File: config.mk
export PLATFORM = sky130hd
export DESIGN_NAME = acbe_ctrl
export DESIGN_NICKNAME = d
export VERILOG_FILES = /design/src/rtl/acbe_pkg.sv /design/src/rtl/acbe_ctrl.sv
export SDC_FILE = /design/constraint.sdc
export NUM_CORES = 1
export LEC_CHECK = 0
export BUFFER_PORTS_ARGS = -buffer_cell sky130_fd_sc_hd__buf_4
export CAP_MARGIN = 20
export CELL_PAD_IN_SITES_DETAIL_PLACEMENT = 0
export CELL_PAD_IN_SITES_GLOBAL_PLACEMENT = 1
export CORE_UTILIZATION = 36
export CTS_BUF_LIST = sky130_fd_sc_hd__clkbuf_2 sky130_fd_sc_hd__clkbuf_4 sky130_fd_sc_hd__clkbuf_8
export CTS_CLUSTER_SIZE = 40
export DETAILED_ROUTE_END_ITERATION = 10
export PLACE_DENSITY_LB_ADDON = 0.1
export SLEW_MARGIN = 5
export SYNTH_ARGS = -nofsm -noshare
export SYNTH_HDL_FRONTEND = slang
export SYNTH_SLANG_ARGS = --single-unit
File: constraint.sdc
create_clock -name i_clk -period 2.1 [get_ports i_clk]
set_clock_uncertainty 0.15 [all_clocks]
set_input_delay 0.42 -clock i_clk [delete_from_list [all_inputs] [get_ports i_clk]]
set_output_delay 0.42 -clock i_clk [all_outputs]
set_load 0.005 [all_outputs]
File: src/rtl/acbe_pkg.sv
`default_nettype none
package acbe_pkg;

    localparam logic       CMD_LOAD     = 1'b0;
    localparam logic       CMD_PROCESS  = 1'b1;
    localparam logic [1:0] REG_KEY_HIGH = 2'd0;
    localparam logic [1:0] REG_KEY_LOW  = 2'd1;
    localparam logic [1:0] REG_MODE     = 2'd2;
    localparam logic [3:0] LAST_ROUND   = 4'd10;
    localparam int         RK_ROWS      = 11;
    localparam logic [7:0] GF_POLY      = 8'h1B;
    localparam logic [7:0] RCON_FIRST   = 8'h01;

    localparam logic [0:255][7:0] SBOX = {
        128'h637c777bf26b6fc53001672bfed7ab76, 128'hca82c97dfa5947f0add4a2af9ca472c0,
        128'hb7fd9326363ff7cc34a5e5f171d83115, 128'h04c723c31896059a071280e2eb27b275,
        128'h09832c1a1b6e5aa0523bd6b329e32f84, 128'h53d100ed20fcb15b6acbbe394a4c58cf,
        128'hd0efaafb434d338545f9027f503c9fa8, 128'h51a3408f929d38f5bcb6da2110fff3d2,
        128'hcd0c13ec5f974417c4a77e3d645d1973, 128'h60814fdc222a908846eeb814de5e0bdb,
        128'he0323a0a4906245cc2d3ac629195e479, 128'he7c8376d8dd54ea96c56f4ea657aae08,
        128'hba78252e1ca6b4c6e8dd741f4bbd8b8a, 128'h703eb5664803f60e613557b986c11d9e,
        128'he1f8981169d98e949b1e87e9ce5528df, 128'h8ca1890dbfe6426841992d0fb054bb16
    };

    localparam logic [0:255][7:0] INV_SBOX = {
        128'h52096ad53036a538bf40a39e81f3d7fb, 128'h7ce339829b2fff87348e4344c4dee9cb,
        128'h547b9432a6c2233dee4c950b42fac34e, 128'h082ea16628d924b2765ba2496d8bd125,
        128'h72f8f66486689816d4a45ccc5d65b692, 128'h6c704850fdedb9da5e154657a78d9d84,
        128'h90d8ab008cbcd30af7e45805b8b34506, 128'hd02c1e8fca3f0f02c1afbd0301138a6b,
        128'h3a9111414f67dcea97f2cfcef0b4e673, 128'h96ac7422e7ad3585e2f937e81c75df6e,
        128'h47f11a711d29c5896fb7620eaa18be1b, 128'hfc563e4bc6d279209adbc0fe78cd5af4,
        128'h1fdda8338807c731b11210592780ec5f, 128'h60517fa919b54a0d2de57a9f93c99cef,
        128'ha0e03b4dae2af5b0c8ebbb3c83539961, 128'h172b047eba77d626e169146355210c7d
    };

    typedef enum logic [1:0] {ST_KEXP, ST_IDLE, ST_RUN, ST_FLUSH} t_state;

    typedef struct packed {
        logic        command;
        logic [63:0] data_high;
        logic [63:0] data_low;
        logic        last_block;
    } t_in;

    typedef struct packed {
        logic [63:0] result_high;
        logic [63:0] result_low;
        logic        last_out;
    } t_out;

    typedef struct packed {
        logic       kx_first;
        logic       kx_step;
        logic [3:0] kx_addr;
        logic [3:0] rk_addr;
        logic       take_load;
        logic       take_block;
        logic       step;
        logic       step_first;
        logic       step_last;
        logic       flush;
    } t_cmd;

    function automatic logic [7:0] xt(input logic [7:0] a);
        return {a[6:0], 1'b0} ^ (a[7] ? GF_POLY : 8'h00);
    endfunction

    function automatic logic [7:0] gmc(input logic [7:0] a, input logic [3:0] k);
        logic [7:0] x2, x4, x8;
        x2 = xt(a);
        x4 = xt(x2);
        x8 = xt(x4);
        case (k)
            4'h1:    return a;
            4'h2:    return x2;
            4'h3:    return x2 ^ a;
            4'h9:    return x8 ^ a;
            4'hB:    return x8 ^ x2 ^ a;
            4'hD:    return x8 ^ x4 ^ a;
            4'hE:    return x8 ^ x4 ^ x2;
            default: return 8'h00;
        endcase
    endfunction

    function automatic logic [127:0] sbox_all(input logic [127:0] s, input logic inv);
        logic [127:0] r;
        r = '0;
        for (int i = 0; i < 16; i++) begin
            r[127-8*i -: 8] = inv ? INV_SBOX[s[127-8*i -: 8]] : SBOX[s[127-8*i -: 8]];
        end
        return r;
    endfunction

    function automatic logic [127:0] rotate_rows(input logic [127:0] s, input logic inv);
        logic [127:0] r;
        int src;
        r = '0;
        for (int c = 0; c < 4; c++) begin
            for (int w = 0; w < 4; w++) begin
                src = inv ? ((c + 4 - w) & 3) : ((c + w) & 3);
                r[127-8*(c*4+w) -: 8] = s[127-8*(src*4+w) -: 8];
            end
        end
        return r;
    endfunction

    function automatic logic [127:0] mix_cols(input logic [127:0] s, input logic inv);
        logic [127:0] r;
        logic [7:0]   v;
        logic [3:0]   k;
        r = '0;
        for (int c = 0; c < 4; c++) begin
            for (int w = 0; w < 4; w++) begin
                v = 8'h00;
                for (int j = 0; j < 4; j++) begin
                    case ((j + 4 - w) & 3)
                        0:       k = inv ? 4'hE : 4'h2;
                        1:       k = inv ? 4'hB : 4'h3;
                        2:       k = inv ? 4'hD : 4'h1;
                        default: k = inv ? 4'h9 : 4'h1;
                    endcase
                    v = v ^ gmc(s[127-8*(c*4+j) -: 8], k);
                end
                r[127-8*(c*4+w) -: 8] = v;
            end
        end
        return r;
    endfunction

    function automatic logic [127:0] next_rk(input logic [127:0] p, input logic [7:0] rc);
        logic [31:0] t, w0, w1, w2, w3;
        t  = {SBOX[p[23:16]], SBOX[p[15:8]], SBOX[p[7:0]], SBOX[p[31:24]]} ^ {rc, 24'h0};
        w0 = p[127:96] ^ t;
        w1 = p[95:64] ^ w0;
        w2 = p[63:32] ^ w1;
        w3 = p[31:0] ^ w2;
        return {w0, w1, w2, w3};
    endfunction

endpackage
`default_nettype wire

File: src/rtl/acbe_ctrl.sv
`default_nettype none
module acbe_ctrl
    import acbe_pkg::*;
(
    input  wire   i_clk,
    input  wire   i_rst_n,
    input  wire   i_key_wr,
    input  wire   i_mode,
    input  wire   i_in_valid,
    input  wire   i_in_command,
    input  wire   i_out_free,
    output logic  o_in_ready,
    output t_cmd  o_cmd
);
    t_state     r_state, n_state;
    logic [3:0] r_cnt, n_cnt;
    logic [3:0] cnt_nx;

    always_ff @(posedge i_clk) begin
        if (!i_rst_n) begin
            r_state <= ST_KEXP;
            r_cnt   <= '0;
        end else begin
            r_state <= n_state;
            r_cnt   <= n_cnt;
        end
    end

    always_comb begin
        n_state = r_state;
        n_cnt   = r_cnt;
        case (r_state)
            ST_KEXP: begin
                if (r_cnt == LAST_ROUND) begin
                    n_state = ST_IDLE;
                    n_cnt   = '0;
                end else begin
                    n_cnt = r_cnt + 4'd1;
                end
            end
            ST_IDLE: begin
                if (i_in_valid && i_in_command == CMD_PROCESS) begin
                    n_state = ST_RUN;
                    n_cnt   = '0;
                end
            end
            ST_RUN: begin
                if (r_cnt == LAST_ROUND) begin
                    n_state = ST_FLUSH;
                end else begin
                    n_cnt = r_cnt + 4'd1;
                end
            end
            ST_FLUSH: begin
                if (i_out_free) begin
                    n_state = ST_IDLE;
                end
            end
            default: n_state = ST_IDLE;
        endcase
        if (i_key_wr) begin
            n_state = ST_KEXP;
            n_cnt   = '0;
        end
    end

    assign cnt_nx = (r_cnt == LAST_ROUND) ? LAST_ROUND : r_cnt + 4'd1;

    always_comb begin
        o_cmd      = '0;
        o_in_ready = 1'b0;
        o_cmd.kx_addr = r_cnt;
        o_cmd.rk_addr = i_mode ? LAST_ROUND - cnt_nx : cnt_nx;
        case (r_state)
            ST_KEXP: begin
                o_cmd.kx_first = (r_cnt == '0);
                o_cmd.kx_step  = (r_cnt != '0);
            end
            ST_IDLE: begin
                o_in_ready       = 1'b1;
                o_cmd.rk_addr    = i_mode ? LAST_ROUND : 4'd0;
                o_cmd.take_load  = i_in_valid && i_in_command == CMD_LOAD;
                o_cmd.take_block = i_in_valid && i_in_command == CMD_PROCESS;
            end
            ST_RUN: begin
                o_cmd.step       = 1'b1;
                o_cmd.step_first = (r_cnt == '0);
                o_cmd.step_last  = (r_cnt == LAST_ROUND);
            end
            ST_FLUSH: begin
                o_cmd.flush = i_out_free;
            end
            default: o_cmd = '0;
        endcase
    end

    a_key_restart: assert property (@(posedge i_clk) disable iff (!i_rst_n)
        i_key_wr |=> r_state == ST_KEXP && r_cnt == '0)
        else $error("key write did not restart expansion");
    a_run_to_flush: assert property (@(posedge i_clk) disable iff (!i_rst_n)
        r_state == ST_RUN && r_cnt == LAST_ROUND && !i_key_wr |=> r_state == ST_FLUSH)
        else $error("final round not followed by flush");
    a_cnt_range: assert property (@(posedge i_clk) disable iff (!i_rst_n)
        r_cnt <= LAST_ROUND)
        else $error("round counter out of range");
endmodule
`default_nettype wire

==> reports/qor.txt, run 1 <==
Power Density -> 292 nW/um^2
Worst-path clk slew -> 50 ps
Max-slew headroom -> 0.748
min setup slack post-route -> -134 ps
Mean Syn Cell Area -> 8.18 um^2
Overflow after GRT -> 0
DR vias -> 672
latest clock arrival within the worst-skew pair -> 240 ps
Mapped Cells -> 80
Final nets -> 134
fill count -> 155
# setup viols final -> 3
die width -> 44.6 um
first-pass GRT wire length -> 2540 um
Design Power -> 0.000306 W
IO Port Bufs -> 23
Slew @ Worst Pin -> 367 ps
CTS sink count -> 6
failing checks -> setup timing
first-pass iteration count of the detailed router -> 4
most frequent cells after synthesis -> 10 x ha_1, 8 x inv_1, 6 x dfxtp_1
max incr delay on CP -> 360 ps
slowest CP cell -> dfxtp_4
yosys warns -> 0
Final Wtd Congestion -> 0.802
CTS buffer count -> 3
Synth cell types -> 35
die height -> 44.6 um
gate family responsible for the most delay along the worst path -> compound AO/OA/AOI/OAI gates
Max clock buf depth -> 2
count leader, synth -> ha_1
Syn-to-layout area delta -> 59.7%
Async SR Flop Fraction -> 0
Post-Syn Area -> 654 um^2
Tcrit/Tclk final -> 1.06
Routed wire per std cell -> 11.0 um
largest cells by area after synthesis -> ha_1 19%, dfxtp_1 18%, mux2i_1 4.6%
CTS tree -> built
CP Data Arrival Time -> 1660 ps
Crit Path Class -> reg -> out
Synth Register Bits -> 6
CP Capture Type -> primary output
Multi-input gate area -> 574 um^2
crit path launch -> r_cnt[0]
CP Data Required Time -> 1530 ps
final number of max-transition violations -> 0
vias in the first global route -> 616
Core Region -> 1710 um^2
Hold Buf Count CTS -> 0
status -> finished, violations left
Post-synth EDFFs -> 0
initial antenna violation count -> 0
fmax -> 448 MHz
final core utilization -> 0.612
Synth top area share -> 0.191
# diodes -> 0
cells along the critical path -> buf_6 -> ha_4 -> a21bo_4 -> mux2i_4 -> o221a_2 -> nor3_2 -> buf_4
post-route ant nets -> 0
LEAKAGE -> 0.475 nW
Die Footprint -> 1990 um^2
Primary FF master, synth -> dfxtp_1
Vias/cell -> 4.80
GRT Total Usage -> 0.172
reg2reg path depth -> 6
initial drt markers -> 9
Hold WC Path Type -> in -> reg
RR Endpoint -> r_cnt[3]
FF-to-FF Start -> r_state[0]
CP Launch Type -> register
largest net degree at the start of global routing -> 10
cell taking the most area after synthesis -> ha_1
RSZ-0062 raised after global routing -> yes
final hold violations -> 0
post-DP HPWL -> 1180 um
Post-Route WL -> 1540 um
CP endpoint -> o_cmd[9]
Synthesized Nets -> 97
hold slack -> 336 ps
R2R Setup Slk -> 250 ps
peak supply drop -> 0.270 mV
Initial Util -> 0.383
critical path depth in cells -> 7
min Tclk post-route -> 2230 ps
H-tree depth -> 1
share of layout cells above drive strength 1 -> 0.513
Ports -> 24
Root Buffer Master -> clkbuf_4
# Max-Cap Violations -> 0
drc violations -> 0
Setup TNS -> -378 ps
FP Rows -> 15
CP max FO -> 3
FF/Latch Area -> 130 um^2
register area share after synthesis -> 0.184
WP buf/inv -> 2
worst min-delay path, stage by stage:
cell and delay [ps]:
buf_4 80, nor2b_1 80, o21a_1 110
cell type report:
type,instances,share of cell area
multi-input cells,65,0.550
clock buffers,3,0.0216
well taps,25,0.0299
flip-flops and latches,6,0.125
inverters,8,0.0335
repair buffers,33,0.241
where the power goes:
part | leakage [nW] | internal, W | switching [W]
clock network | 0.0138 | 0.0000646 | 0.0000404
logic | 0.410 | 0.0000483 | 0.0000338
registers | 0.0510 | 0.000115 | 0.00000343
worst min path at each step:
| stage | startpoint | cells after the start | to | slack [ps] |
|---|---|---|---|---|
| detailed placement | r_state[0] | 2 | r_state[0] | 390 |
| CTS | i_key_wr | 3 | r_cnt[1] | 330 |
| global placement | r_state[0] | 2 | r_state[0] | 380 |
| floorplan | r_state[0] | 2 | r_state[0] | 350 |
| finish | i_key_wr | 3 | r_cnt[1] | 340 |
| global route | i_key_wr | 3 | r_cnt[1] | 350 |
cells by family after synthesis:
group / count (synthesis) / share of synthesized area
simple gates: 35 / 0.327
compound gates: 15 / 0.172
fa+ha+maj: 10 / 0.191
buf+inv: 9 / 0.0535
flops: 6 / 0.184
mux: 3 / 0.0459
xor+xnor: 2 / 0.0268
layer usage:
layer  share of wire  vias to the layer above  GRT usage
met5               0                        -          0
met4          0.0058                        0     0.0727
met3           0.042                        2     0.0245
met2            0.48                       16      0.297
met1            0.47                      298      0.210
li1                -                      356          -
placed cells by master, fill, tap and decap left out, types with 3 or more instances in the layout:
cell / count
clkbuf_4: 3
a21oi_1: 4
ha_4: 3
buf_4: 32
nor3_2: 3
and2_1: 3
and3_1: 3
nor3_1: 3
nor2_1: 5
inv_1: 5
nand2_1: 4
ha_1: 7
sequential cells by signal (all words and copies together), names as in the netlist:
name     count
r_state      2
r_cnt        4
what timing repair did:
item	CTS	global route
endpoints found under the setup margin	3	8
buffers inserted	2	2
pin swaps	3	2
gates resized for setup	19	5
stage by stage:
step	area [um^2]	worst slack (ps)	instances
after detailed placement	898	-55.6	133
after global placement	898	-33.7	133
final	1040	-134	140
after global routing	1040	-224	140
after CTS	1010	-137	138
after floorplan	654	50.7	80
No activity file was read; power rests on OpenSTA's default activity.
==> inputs of run 2 (changes only) <==
BUFFER_PORTS_ARGS = unset   (was -buffer_cell sky130_fd_sc_hd__buf_4)
CORE_UTILIZATION = 45   (was 36)
DONT_BUFFER_PORTS = 1   (was unset)
==> run 2 against run 1 <==
The flow still finishes with violations (setup timing). Critical path depth is 1 lower. Largest cell class unchanged. Global-route usage is 3.1 points higher. Worst hold slack worse by 84 ps. Wire length is 1.9% lower. Fmax is 1.7% higher. First-iteration DRC count is 22% lower. Final cell count is 25% lower.
==> reports/qor.txt, run 2 (synthesis gave the netlist of run 1 again) <==
status -> finished, violations left
failing checks -> setup timing
die height -> 40.1 um
IO Port Bufs -> 0
# Max-Cap Violations -> 0
CTS sink count -> 6
drc violations -> 0
min-delay src -> i_key_wr
first-pass iteration count of the detailed router -> 4
commonest non-fill, non-tap cell in the layout -> ha_1
initial drt markers -> 7
placed inst area -> 706 um^2
Final nets -> 109
first-pass GRT wire length -> 2100 um
peak supply drop -> 0.257 mV
CTS tree -> built
Syn-to-layout area delta -> 29.6%
largest net degree at the start of global routing -> 10
Power Density -> 335 nW/um^2
Slew @ Worst Pin -> 359 ps
CTS buffer count -> 3
final hold violations -> 0
max reg flops -> 4
initial antenna violation count -> 0
biggest regs -> r_cnt: 4 flops, r_state: 2 flops
DR vias -> 608
CP Launch Type -> register
Vias/cell -> 5.79
Overflow after GRT -> 0
FP Rows -> 13
FF-to-FF Start -> r_state[1]
min Tclk post-route -> 2200 ps
CP max FO -> 4
Ports -> 24
Worst-path clk slew -> 50 ps
Max clock buf depth -> 2
Tcrit/Tclk final -> 1.05
Post-Route WL -> 1510 um
# diodes -> 0
fill count -> 129
Final Wtd Congestion -> 0.832
largest reg by FF count -> r_cnt
RSZ-0062 raised after global routing -> yes
Routed wire per std cell -> 14.4 um
die width -> 40.1 um
min setup slack post-route -> -96.3 ps
CP Data Required Time -> 1530 ps
fmax -> 455 MHz
LEAKAGE -> 0.349 nW
most frequent cells in the layout -> 7 x ha_1, 6 x buf_4, 5 x inv_1
Core Region -> 1330 um^2
Crit Path Class -> reg -> out
Initial Util -> 0.491
share of layout cells above drive strength 1 -> 0.378
Die Footprint -> 1610 um^2
R2R Setup Slk -> 220 ps
Design Power -> 0.000284 W
Hold WC Path Type -> in -> reg
post-DP HPWL -> 1130 um
GRT Total Usage -> 0.202
CP Data Arrival Time -> 1630 ps
final instance area -> 848 um^2
Max-slew headroom -> 0.754
crit path launch -> r_cnt[0]
post-route ant nets -> 0
Hold Buf Count CTS -> 0
vias in the first global route -> 525
final number of max-transition violations -> 0
H-tree depth -> 1
Root Buffer Master -> clkbuf_4
latest clock arrival within the worst-skew pair -> 250 ps
# setup viols final -> 3
CP Capture Type -> primary output
## run 2: cell types whose count changed in the layout (fill, tap and decap cells not counted), sizes merged
cell | previous run | this run
buf | 33 | 8
## run 2: worst max-delay path, stage by stage (launching register included)
cell     delay (ps)
dfxtp_2         320
inv_2           100
ha_4            160
and3b_2         240
nor3_1           80
o221a_2         290
nor3_2          200
## run 2: what timing repair did
item,CTS,global route
pin swaps,6,2
gates cloned,0,0
gates resized for setup,20,3
endpoints found under the setup margin,3,3
setup buffers,2,1
## run 2: routing by layer
layer  vias to the layer above  wire length [um]  GRT usage  share of wire
met5                         -                 0          0              0
met2                        20               728      0.383           0.48
met1                       279               672      0.199           0.44
met4                         0                25      0.129          0.017
met3                         4                87     0.0333          0.058
li1                        305                 -          -              -
## run 2: through the flow
| stage | utilization | setup TNS [ps] | hold slack, ps | worst slack, ps | std cells |
|---|---|---|---|---|---|
| 2_1_floorplan | - | 0 | 352 | 50.7 | 80 |
| 3_3_place_gp | 0.529 | 0 | 424 | 46.7 | 99 |
| 3_5_place_dp | 0.529 | 0 | 437 | 51.8 | 99 |
| 4_1_cts | 0.613 | -220 | 228 | -93.1 | 104 |
| 5_1_grt | 0.636 | -424 | 264 | -164 | 105 |
| 6_report | 0.636 | -191 | 252 | -96.3 | 105 |
## run 2: worst paths after layout
| path | endpoint | depth (start not counted) |
|---|---|---|
| worst max register to register | r_cnt[3] | 5 |
| worst min register to register | r_cnt[0] | 2 |
| worst max-delay path | o_cmd[9] | 6 |
| worst min-delay path | r_cnt[1] | 2 |
## run 2: where the power goes
part / switching, W / internal (W) / total [W]
clock network: 0.0000425 / 0.0000647 / 0.000107
registers: 0.00000285 / 0.000116 / 0.000119
logic: 0.0000296 / 0.0000290 / 0.0000586
## run 2: cell type report
| cell class | count | area [um^2] | share of cell area |
|---|---|---|---|
| Clock buffer | 3 | 22.5 | 0.0265 |
| Inverter | 8 | 30.0 | 0.0354 |
| Multi-Input combinational cell | 65 | 583 | 0.687 |
| Timing Repair Buffer | 8 | 67.6 | 0.0796 |
| Sequential cell | 6 | 126 | 0.149 |
| Tap cell | 15 | 18.8 | 0.0221 |
